===== src/sv/iepts_pkg.sv =====
// Shared types, codes and constants of the I2C EEPROM page transfer sequencer.
// No dependencies.
package iepts_pkg;

  localparam int unsigned PAGE_BYTES = 8;  // 1 to 128
  localparam logic [6:0] DEV_ADDR_RESET = 7'd87;

  typedef enum logic [1:0] {
    CMD_WRITE = 2'd0,
    CMD_READ  = 2'd1,
    CMD_DATA  = 2'd2,
    CMD_RESP  = 2'd3
  } cmd_e;

  typedef enum logic [2:0] {
    OP_START   = 3'd0,
    OP_RESTART = 3'd1,
    OP_STOP    = 3'd2,
    OP_WRITE   = 3'd3,
    OP_RDACK   = 3'd4,
    OP_RDNACK  = 3'd5,
    OP_NONE    = 3'd6
  } bus_op_e;

  typedef enum logic [2:0] {
    PH_IDLE,
    PH_CTRL,
    PH_ADDR,
    PH_NEED,
    PH_DATA,
    PH_RCTRL,
    PH_RBYTE
  } phase_e;

  typedef struct packed {
    cmd_e       cmd;
    logic [7:0] mem_address;
    logic [7:0] byte_count;
    logic [7:0] write_byte;
    logic       ack;
    logic [7:0] read_byte;
  } item_t;

  typedef struct packed {
    bus_op_e    op;
    logic [7:0] bus_byte;
    logic       read_valid;
    logic [7:0] read_data;
    logic       done_res;
  } res_t;

  // Up to four results of one item; last_idx is the index of the final one.
  typedef struct packed {
    res_t [3:0] entry;
    logic [1:0] last_idx;
  } res_blk_t;

  // Bit a set when memory address a opens a page.
  function automatic logic [255:0] page_start_map();
    logic [255:0] m;
    m = '0;
    for (int a = 0; a < 256; a += PAGE_BYTES) begin
      m[a] = 1'b1;
    end
    return m;
  endfunction

  localparam logic [255:0] PAGE_START = page_start_map();

  function automatic res_t mk_res(input bus_op_e op, input logic [7:0] bval,
                                  input logic rvld, input logic [7:0] rdat,
                                  input logic done);
    res_t r;
    r.op         = op;
    r.bus_byte   = bval;
    r.read_valid = rvld;
    r.read_data  = rdat;
    r.done_res   = done;
    return r;
  endfunction

endpackage


===== src/sv/iepts_in_reg.sv =====
// Input holding register of the sequencer: one item deep.
// Depends on iepts_pkg.
module iepts_in_reg (
  input  logic            clk_i,
  input  logic            rst_ni,
  input  logic            valid_i,
  output logic            ready_o,
  input  iepts_pkg::item_t item_i,
  input  logic            take_i,
  output logic            valid_o,
  output iepts_pkg::item_t item_o
);

  logic             vld_q, vld_d;
  iepts_pkg::item_t item_q;

  // Free when empty or when the held item moves on this cycle.
  assign ready_o = !vld_q || take_i;

  always_comb begin
    vld_d = vld_q;
    if (valid_i && ready_o) begin
      vld_d = 1'b1;
    end else if (take_i) begin
      vld_d = 1'b0;
    end
  end

  always_ff @(posedge clk_i or negedge rst_ni) begin
    if (!rst_ni) begin
      vld_q <= 1'b0;
    end else begin
      vld_q <= vld_d;
    end
  end

  always_ff @(posedge clk_i) begin
    if (valid_i && ready_o) begin
      item_q <= item_i;
    end
  end

  assign valid_o = vld_q;
  assign item_o  = item_q;

endmodule


===== src/sv/iepts_step.sv =====
// Transfer state machine: sequencing state, device address register and the
// per-item result logic. Depends on iepts_pkg.
module iepts_step (
  input  logic                clk_i,
  input  logic                rst_ni,
  input  logic                cfg_we_i,
  input  logic [6:0]          cfg_wdata_i,
  input  logic                fire_i,
  input  iepts_pkg::item_t    item_i,
  output iepts_pkg::res_blk_t blk_o
);

  iepts_pkg::phase_e phase_q, phase_d;
  logic              dir_q, dir_d;
  logic [7:0]        addr_q, addr_d;
  logic [7:0]        left_q, left_d;
  logic [7:0]        pend_q, pend_d;
  logic [6:0]        dev_q;

  logic [7:0] wctrl, rctrl, a1, a2;
  logic       bnd1, bnd2;

  assign wctrl = {dev_q, 1'b0};
  assign rctrl = {dev_q, 1'b1};
  assign a1    = addr_q + 8'd1;
  assign a2    = addr_q + 8'd2;
  assign bnd1  = iepts_pkg::PAGE_START[a1];
  assign bnd2  = iepts_pkg::PAGE_START[a2];

  always_comb begin
    logic [2:0] n;
    logic       do_adv;
    phase_d = phase_q;
    dir_d   = dir_q;
    addr_d  = addr_q;
    left_d  = left_q;
    pend_d  = pend_q;
    n       = 3'd0;
    do_adv  = 1'b0;
    blk_o   = '0;
    if (fire_i) begin
      case (item_i.cmd)
        iepts_pkg::CMD_WRITE, iepts_pkg::CMD_READ: begin
          if (phase_q == iepts_pkg::PH_IDLE) begin
            dir_d  = item_i.cmd[0];
            addr_d = item_i.mem_address;
            left_d = item_i.byte_count;
            blk_o.entry[n[1:0]] = iepts_pkg::mk_res(iepts_pkg::OP_START, 8'd0, 1'b0, 8'd0, 1'b0);
            n = n + 3'd1;
            blk_o.entry[n[1:0]] = iepts_pkg::mk_res(iepts_pkg::OP_WRITE, wctrl, 1'b0, 8'd0, 1'b0);
            n = n + 3'd1;
            phase_d = iepts_pkg::PH_CTRL;
          end
        end
        iepts_pkg::CMD_DATA: begin
          if (phase_q == iepts_pkg::PH_NEED) begin
            pend_d = item_i.write_byte;
            blk_o.entry[n[1:0]] = iepts_pkg::mk_res(iepts_pkg::OP_WRITE, item_i.write_byte,
                                                    1'b0, 8'd0, 1'b0);
            n = n + 3'd1;
            phase_d = iepts_pkg::PH_DATA;
          end
        end
        iepts_pkg::CMD_RESP: begin
          case (phase_q)
            iepts_pkg::PH_CTRL: begin
              if (item_i.ack) begin
                blk_o.entry[n[1:0]] = iepts_pkg::mk_res(iepts_pkg::OP_WRITE, addr_q, 1'b0,
                                                        8'd0, 1'b0);
                n = n + 3'd1;
                phase_d = iepts_pkg::PH_ADDR;
              end else begin
                // Repeat the start along with the control byte.
                blk_o.entry[n[1:0]] = iepts_pkg::mk_res(iepts_pkg::OP_START, 8'd0, 1'b0,
                                                        8'd0, 1'b0);
                n = n + 3'd1;
                blk_o.entry[n[1:0]] = iepts_pkg::mk_res(iepts_pkg::OP_WRITE, wctrl, 1'b0,
                                                        8'd0, 1'b0);
                n = n + 3'd1;
              end
            end
            iepts_pkg::PH_ADDR: begin
              if (!item_i.ack) begin
                blk_o.entry[n[1:0]] = iepts_pkg::mk_res(iepts_pkg::OP_WRITE, addr_q, 1'b0,
                                                        8'd0, 1'b0);
                n = n + 3'd1;
              end else if (dir_q) begin
                blk_o.entry[n[1:0]] = iepts_pkg::mk_res(iepts_pkg::OP_RESTART, 8'd0, 1'b0,
                                                        8'd0, 1'b0);
                n = n + 3'd1;
                blk_o.entry[n[1:0]] = iepts_pkg::mk_res(iepts_pkg::OP_WRITE, rctrl, 1'b0,
                                                        8'd0, 1'b0);
                n = n + 3'd1;
                phase_d = iepts_pkg::PH_RCTRL;
              end else if (left_q == 8'd0) begin
                blk_o.entry[n[1:0]] = iepts_pkg::mk_res(iepts_pkg::OP_STOP, 8'd0, 1'b0,
                                                        8'd0, 1'b1);
                n = n + 3'd1;
                phase_d = iepts_pkg::PH_IDLE;
              end else begin
                phase_d = iepts_pkg::PH_NEED;
              end
            end
            iepts_pkg::PH_DATA: begin
              if (item_i.ack) begin
                do_adv = 1'b1;
              end else begin
                blk_o.entry[n[1:0]] = iepts_pkg::mk_res(iepts_pkg::OP_WRITE, pend_q, 1'b0,
                                                        8'd0, 1'b0);
                n = n + 3'd1;
              end
            end
            iepts_pkg::PH_RCTRL: begin
              if (!item_i.ack) begin
                blk_o.entry[n[1:0]] = iepts_pkg::mk_res(iepts_pkg::OP_RESTART, 8'd0, 1'b0,
                                                        8'd0, 1'b0);
                n = n + 3'd1;
                blk_o.entry[n[1:0]] = iepts_pkg::mk_res(iepts_pkg::OP_WRITE, rctrl, 1'b0,
                                                        8'd0, 1'b0);
                n = n + 3'd1;
              end else if (left_q == 8'd0) begin
                blk_o.entry[n[1:0]] = iepts_pkg::mk_res(iepts_pkg::OP_STOP, 8'd0, 1'b0,
                                                        8'd0, 1'b1);
                n = n + 3'd1;
                phase_d = iepts_pkg::PH_IDLE;
              end else begin
                // NACK the last byte of the block and of the page.
                blk_o.entry[n[1:0]] = iepts_pkg::mk_res(
                  (left_q == 8'd1 || bnd1) ? iepts_pkg::OP_RDNACK : iepts_pkg::OP_RDACK,
                  8'd0, 1'b0, 8'd0, 1'b0);
                n = n + 3'd1;
                phase_d = iepts_pkg::PH_RBYTE;
              end
            end
            iepts_pkg::PH_RBYTE: begin
              blk_o.entry[n[1:0]] = iepts_pkg::mk_res(iepts_pkg::OP_NONE, 8'd0, 1'b1,
                                                      item_i.read_byte, 1'b0);
              n = n + 3'd1;
              do_adv = 1'b1;
            end
            default: begin
            end
          endcase
        end
        default: begin
        end
      endcase

      // Advance past a completed byte: close the block, re-address at a page
      // boundary, or go on with the next byte.
      if (do_adv) begin
        addr_d = a1;
        left_d = left_q - 8'd1;
        if (left_q == 8'd1) begin
          blk_o.entry[n[1:0]] = iepts_pkg::mk_res(iepts_pkg::OP_STOP, 8'd0, 1'b0, 8'd0, 1'b1);
          n = n + 3'd1;
          phase_d = iepts_pkg::PH_IDLE;
        end else if (bnd1) begin
          blk_o.entry[n[1:0]] = iepts_pkg::mk_res(iepts_pkg::OP_STOP, 8'd0, 1'b0, 8'd0, 1'b0);
          n = n + 3'd1;
          blk_o.entry[n[1:0]] = iepts_pkg::mk_res(iepts_pkg::OP_START, 8'd0, 1'b0, 8'd0, 1'b0);
          n = n + 3'd1;
          blk_o.entry[n[1:0]] = iepts_pkg::mk_res(iepts_pkg::OP_WRITE, wctrl, 1'b0, 8'd0, 1'b0);
          n = n + 3'd1;
          phase_d = iepts_pkg::PH_CTRL;
        end else if (dir_q) begin
          blk_o.entry[n[1:0]] = iepts_pkg::mk_res(
            (left_q == 8'd2 || bnd2) ? iepts_pkg::OP_RDNACK : iepts_pkg::OP_RDACK,
            8'd0, 1'b0, 8'd0, 1'b0);
          n = n + 3'd1;
          phase_d = iepts_pkg::PH_RBYTE;
        end else begin
          phase_d = iepts_pkg::PH_NEED;
        end
      end

      if (n == 3'd0) begin
        blk_o.entry[0] = iepts_pkg::mk_res(iepts_pkg::OP_NONE, 8'd0, 1'b0, 8'd0, 1'b0);
        n = 3'd1;
      end
    end
    blk_o.last_idx = 2'(n - 3'd1);
  end

  always_ff @(posedge clk_i or negedge rst_ni) begin
    if (!rst_ni) begin
      phase_q <= iepts_pkg::PH_IDLE;
      dir_q   <= 1'b0;
      addr_q  <= 8'd0;
      left_q  <= 8'd0;
      pend_q  <= 8'd0;
      dev_q   <= iepts_pkg::DEV_ADDR_RESET;
    end else begin
      phase_q <= phase_d;
      dir_q   <= dir_d;
      addr_q  <= addr_d;
      left_q  <= left_d;
      pend_q  <= pend_d;
      if (cfg_we_i) begin
        dev_q <= cfg_wdata_i;
      end
    end
  end

endmodule


===== src/sv/iepts_res_buf.sv =====
// Result register of the sequencer: holds the one to four results of an item
// and hands them out one per transfer. Depends on iepts_pkg.
module iepts_res_buf (
  input  logic                clk_i,
  input  logic                rst_ni,
  input  logic                load_i,
  input  iepts_pkg::res_blk_t blk_i,
  output logic                free_o,
  output logic                valid_o,
  input  logic                ready_i,
  output iepts_pkg::res_t     res_o,
  output logic                last_o
);

  iepts_pkg::res_blk_t blk_q;
  logic                vld_q, vld_d;
  logic [1:0]          idx_q, idx_d;

  assign last_o  = (idx_q == blk_q.last_idx);
  assign valid_o = vld_q;
  assign res_o   = blk_q.entry[idx_q];
  // Refill when empty or in the cycle that the final result leaves.
  assign free_o  = !vld_q || (ready_i && last_o);

  always_comb begin
    vld_d = vld_q;
    idx_d = idx_q;
    if (load_i) begin
      vld_d = 1'b1;
      idx_d = 2'd0;
    end else if (vld_q && ready_i) begin
      if (last_o) begin
        vld_d = 1'b0;
      end else begin
        idx_d = idx_q + 2'd1;
      end
    end
  end

  always_ff @(posedge clk_i or negedge rst_ni) begin
    if (!rst_ni) begin
      vld_q <= 1'b0;
      idx_q <= 2'd0;
    end else begin
      vld_q <= vld_d;
      idx_q <= idx_d;
    end
  end

  always_ff @(posedge clk_i) begin
    if (load_i) begin
      blk_q <= blk_i;
    end
  end

endmodule


===== src/sv/i2c_eeprom_page_transfer_sequencer.sv =====
// Top level of the I2C EEPROM page transfer sequencer.
// Depends on iepts_pkg, iepts_in_reg, iepts_step and iepts_res_buf.
//
//   channel | handshake                  | payload
//   --------+----------------------------+-----------------------------------------
//   config  | cfg_we_i                   | cfg_wdata_i (device address)
//   input   | in_valid_i / in_ready_o    | cmd, mem_address, byte_count, write_byte,
//           |                            | ack, read_byte
//   output  | out_valid_o / out_ready_i  | bus_op, bus_byte, read_valid, read_data,
//           |                            | done_res, last
//
// An item is taken into the input register, worked through the state machine and
// its one to four results land in the result register.
// The result register hands out one result per cycle while the output is ready;
// single-result items flow one per cycle while the output is ready.
// A stalled output holds its result; the input register keeps taking one item.
// Reset (rst_ni low, asynchronous) returns to idle with device address 87.
module i2c_eeprom_page_transfer_sequencer (
  input  logic       clk_i,
  input  logic       rst_ni,
  input  logic       cfg_we_i,
  input  logic [6:0] cfg_wdata_i,
  input  logic       in_valid_i,
  output logic       in_ready_o,
  input  logic [1:0] cmd_i,
  input  logic [7:0] mem_address_i,
  input  logic [7:0] byte_count_i,
  input  logic [7:0] write_byte_i,
  input  logic       ack_i,
  input  logic [7:0] read_byte_i,
  output logic       out_valid_o,
  input  logic       out_ready_i,
  output logic [2:0] bus_op_o,
  output logic [7:0] bus_byte_o,
  output logic       read_valid_o,
  output logic [7:0] read_data_o,
  output logic       done_res_o,
  output logic       last_o
);

  iepts_pkg::item_t    item_in, item_held;
  iepts_pkg::res_blk_t blk;
  iepts_pkg::res_t     res;
  logic                held_vld, buf_free, fire;

  assign item_in.cmd         = iepts_pkg::cmd_e'(cmd_i);
  assign item_in.mem_address = mem_address_i;
  assign item_in.byte_count  = byte_count_i;
  assign item_in.write_byte  = write_byte_i;
  assign item_in.ack         = ack_i;
  assign item_in.read_byte   = read_byte_i;

  assign fire = held_vld && buf_free;

  iepts_in_reg u_in_reg (
    .clk_i   (clk_i),
    .rst_ni  (rst_ni),
    .valid_i (in_valid_i),
    .ready_o (in_ready_o),
    .item_i  (item_in),
    .take_i  (fire),
    .valid_o (held_vld),
    .item_o  (item_held)
  );

  iepts_step u_step (
    .clk_i       (clk_i),
    .rst_ni      (rst_ni),
    .cfg_we_i    (cfg_we_i),
    .cfg_wdata_i (cfg_wdata_i),
    .fire_i      (fire),
    .item_i      (item_held),
    .blk_o       (blk)
  );

  iepts_res_buf u_res_buf (
    .clk_i   (clk_i),
    .rst_ni  (rst_ni),
    .load_i  (fire),
    .blk_i   (blk),
    .free_o  (buf_free),
    .valid_o (out_valid_o),
    .ready_i (out_ready_i),
    .res_o   (res),
    .last_o  (last_o)
  );

  assign bus_op_o     = res.op;
  assign bus_byte_o   = res.bus_byte;
  assign read_valid_o = res.read_valid;
  assign read_data_o  = res.read_data;
  assign done_res_o   = res.done_res;

endmodule


===== config.mk =====
export PLATFORM = sky130hd
export DESIGN_NAME = i2c_eeprom_page_transfer_sequencer
export DESIGN_NICKNAME = d
export VERILOG_FILES = /design/src/sv/iepts_pkg.sv /design/src/sv/iepts_in_reg.sv /design/src/sv/iepts_step.sv /design/src/sv/iepts_res_buf.sv /design/src/sv/i2c_eeprom_page_transfer_sequencer.sv
export SDC_FILE = /design/constraint.sdc
export NUM_CORES = 1
export LEC_CHECK = 0
export BUFFER_PORTS_ARGS = -buffer_cell sky130_fd_sc_hd__buf_4
export CAP_MARGIN = 10
export CORE_MARGIN = 2
export CORE_UTILIZATION = 55
export DETAILED_ROUTE_END_ITERATION = 12
export PLACE_DENSITY = 0.78
export SETUP_SLACK_MARGIN = 0.02
export SYNTH_ARGS = -nofsm -noshare
export SYNTH_HDL_FRONTEND = slang
export SYNTH_HIERARCHICAL = 1
export SYNTH_SLANG_ARGS = --single-unit
export TNS_END_PERCENT = 30

===== constraint.sdc =====
create_clock -name clk_i -period 4.51 [get_ports clk_i]
set_input_delay 0.6765 -clock clk_i [delete_from_list [all_inputs] [get_ports clk_i]]
set_output_delay 0.6765 -clock clk_i [all_outputs]
set_load 0.005 [all_outputs]

==> impl_metrics.json <==
{
  "cp-start-kind": "flip-flop",
  "num_vias": 5304,
  "io_pins": 71,
  "initial_utilization": 0.568,
  "worstHoldPathType": "in2async",
  "fillCellCount": 1024,
  "cts_max_path_buffers": 2,
  "overflow": 0,
  "place_congestion": 0.969,
  "antenna_found_initial": 0,
  "core_um2": 14000,
  "cts_num_sinks": 160,
  "die_h_um": 124,
  "synth_seq_cells": 160,
  "most-common-layout-cells": "edfxtp_1 (121), buf_4 (78), nand2_1 (43), and2_1 (39), nor2_1 (39)",
  "grt_max_degree": 40,
  "hold_viol_final": 0,
  "fin_nets": 752,
  "worstSkewPairLatency_ps": 430,
  "holdBufCountCts": 0,
  "cp-end-kind": "flip-flop",
  "cts_root_buf": "clkbuf_16",
  "clk_pin_slew_ps": 60,
  "ff_latch_area_um2": 4620,
  "wl_per_cell_um": 18.6,
  "port_buffers": 70,
  "irDropWorstVdd_uv": 364,
  "drc": 0,
  "cts-buffers-inserted": 17,
  "drtIter0Drc": 807,
  "htree_levels": 4,
  "layout-drive-gt1-share": 0.241,
  "synthFlopType": "edfxtp_1",
  "n_antenna_cell": 0,
  "multi_input_area_um2": 2990,
  "fmax_ghz": 0.265,
  "first_pass_iters": 10,
  "grtUsageTotal": 0.231,
  "grt_pass1_wl_mm": 26.5,
  "crit_type": "reg2reg",
  "worstRegToRegCells": 11,
  "status": "complete, no violations",
  "layout_commonest_cell": "edfxtp_1",
  "whs_ps": 227,
  "die_width_um": 124,
  "tns_ps": 0,
  "synth_edf_count": 121,
  "netlist.area_leader.share": 0.457,
  "dpl.hpwl_mm": 11.3,
  "p_leak_nw": 3.38,
  "cap_violations": 0,
  "avgSynthCellArea_um2": 12.6,
  "path_max_fanout": 10,
  "slew_headroom": 0.244,
  "setup_viol": 0,
  "routed_wl_mm": 16.4,
  "rsz0062_at_grt": "false",
  "min_period_over_period": 0.836,
  "seq_area_frac_synth": 0.581,
  "syn_area_um2": 7940,
  "timing.rr.start": "u_step/left_q[0]",
  "reg2reg_slack_ps": 740,
  "final_max_slew_viol_count": 0,
  "p_per_area_nw_per_um2": 649,
  "worst_slew_pin_slew_ps": 1120,
  "finalCriticalPeriod_ps": 3770,
  "synth.largest_area_cell": "edfxtp_1",
  "synth_area_leaders": "edfxtp_1 (46%), dfrtp_1 (11%), mux4_2 (5.1%)",
  "via_per_inst": 6.01,
  "synth_cell_types": 69,
  "route.antenna.remaining_nets": 0,
  "synth_cells": 629,
  "cp.arrival_ps": 3920,
  "async_flop_share": 0.244,
  "postCtsSetupBuffers": 0,
  "fp.dieArea_um2": 15400,
  "required_ps": 4670,
  "area_growth_syn_to_layout_pct": 13.8,
  "tritoncts": "built",
  "grt_pass1_vias": 5185,
  "finClkSkew_ps": 9.36,
  "yosys_warnings": 6,
  "cts-resized-gates": 0,
  "rows": 43,
  "r2r-end": "u_res_buf/blk_q[19]"
}
-- cells by family (layout without fill, tap and decap cells) --
family,after synthesis,count (layout),synth area share
XOR/XNOR,3,3,0.00520
multiplexers,42,42,0.0907
AND/OR/NAND/NOR,195,195,0.129
adder cells (fa/ha/maj),16,16,0.0252
buffers and inverters,77,122,0.0567
other,1,29,0.000472
AO/OA/AOI/OAI,135,135,0.112
flip-flops,160,160,0.581
-- synthesized netlist by cell type, types with 8 or more instances --
| master | instances |
|---|---|
| mux2_2 | 19 |
| a22oi_1 | 11 |
| dfrtp_1 | 34 |
| o21ai_0 | 37 |
| ha_1 | 16 |
| nor2b_1 | 8 |
| a21oi_1 | 35 |
| edfxtp_1 | 121 |
| nand3_1 | 19 |
| and2_1 | 40 |
| mux4_2 | 18 |
| buf_2 | 14 |
| nand2_1 | 43 |
| nor3_1 | 12 |
| buf_4 | 29 |
| inv_1 | 12 |
| clkbuf_1 | 17 |
| nor2_1 | 39 |
-- layer usage --
metal | vias up | part of all wire | track usage
met1 | 2582 | 0.40 | 0.294
met5 | - | 0 | 0
met4 | 0 | 0.019 | 0.0850
met3 | 36 | 0.076 | 0.0572
li1 | 2419 | - | -
met2 | 267 | 0.50 | 0.385
-- worst max path at each step --
stage	startpoint	end	slack, ps	depth (start not counted)
4_1_cts	u_step/left_q[0]	u_res_buf/blk_q[19]	760	11
3_5_place_dp	u_step/left_q[0]	u_res_buf/blk_q[16]	790	11
5_1_grt	u_step/phase_q[0]	u_res_buf/blk_q[19]	500	9
3_3_place_gp	u_step/left_q[0]	u_res_buf/blk_q[14]	940	11
6_report	u_step/left_q[0]	u_res_buf/blk_q[19]	740	11
2_1_floorplan	u_res_buf/idx_q[0]	u_in_reg/item_o[0]	240	7
-- worst max-delay path, stage by stage (launching register included) --
cell and delay [ps]:
dfrtp_1 410, inv_1 200, ha_1 170, or3b_2 510, nor4b_4 280, o21a_2 210
or2_2 190, ha_1 300, or2_2 300, a221o_2 430, o21ai_2 390, nor2_1 110
-- layout make-up --
class,count,share of cell area
clock buffer,28,0.0585
multi-input combinational,420,0.331
sequential,160,0.511
tap,180,0.0249
inverter,12,0.00498
timing repair buffer,78,0.0648
clock inverter,4,0.00554
-- stage by stage --
stage                     std cells  setup WS (ps)  total power [mW]  area (um2)  utilization
after detailed placement        850            788              4.49        8460        0.605
after CTS                       882            765              5.89        9040        0.646
final                           882            742              5.87        9040        0.646
after floorplan                 657            239              3.85        8050            -
after global placement          850            940              4.36        8460        0.605
after global routing            882            503              6.22        9040        0.646
-- registers in the layout, summed over array words and instances, names as in the netlist --
name and flops:
u_res_buf/idx_q 2, u_res_buf/valid_o 1, u_in_reg/valid_o 1, u_step/addr_q 8
u_step/phase_q 3, u_step/dev_q 7, u_step/left_q 8, u_in_reg/item_o 35
u_res_buf/blk_q 86, u_step/dir_q 1, u_step/pend_q 8
-- report_power, final --
| part | internal, mW | switching (mW) | total [mW] |
|---|---|---|---|
| logic | 0.862 | 1.06 | 1.92 |
| registers | 2.20 | 0.362 | 2.57 |
| clock network | 0.854 | 0.529 | 1.38 |
| total | 3.92 | 1.95 | 5.87 |
Note: power is estimated with default switching activity, not from simulation.
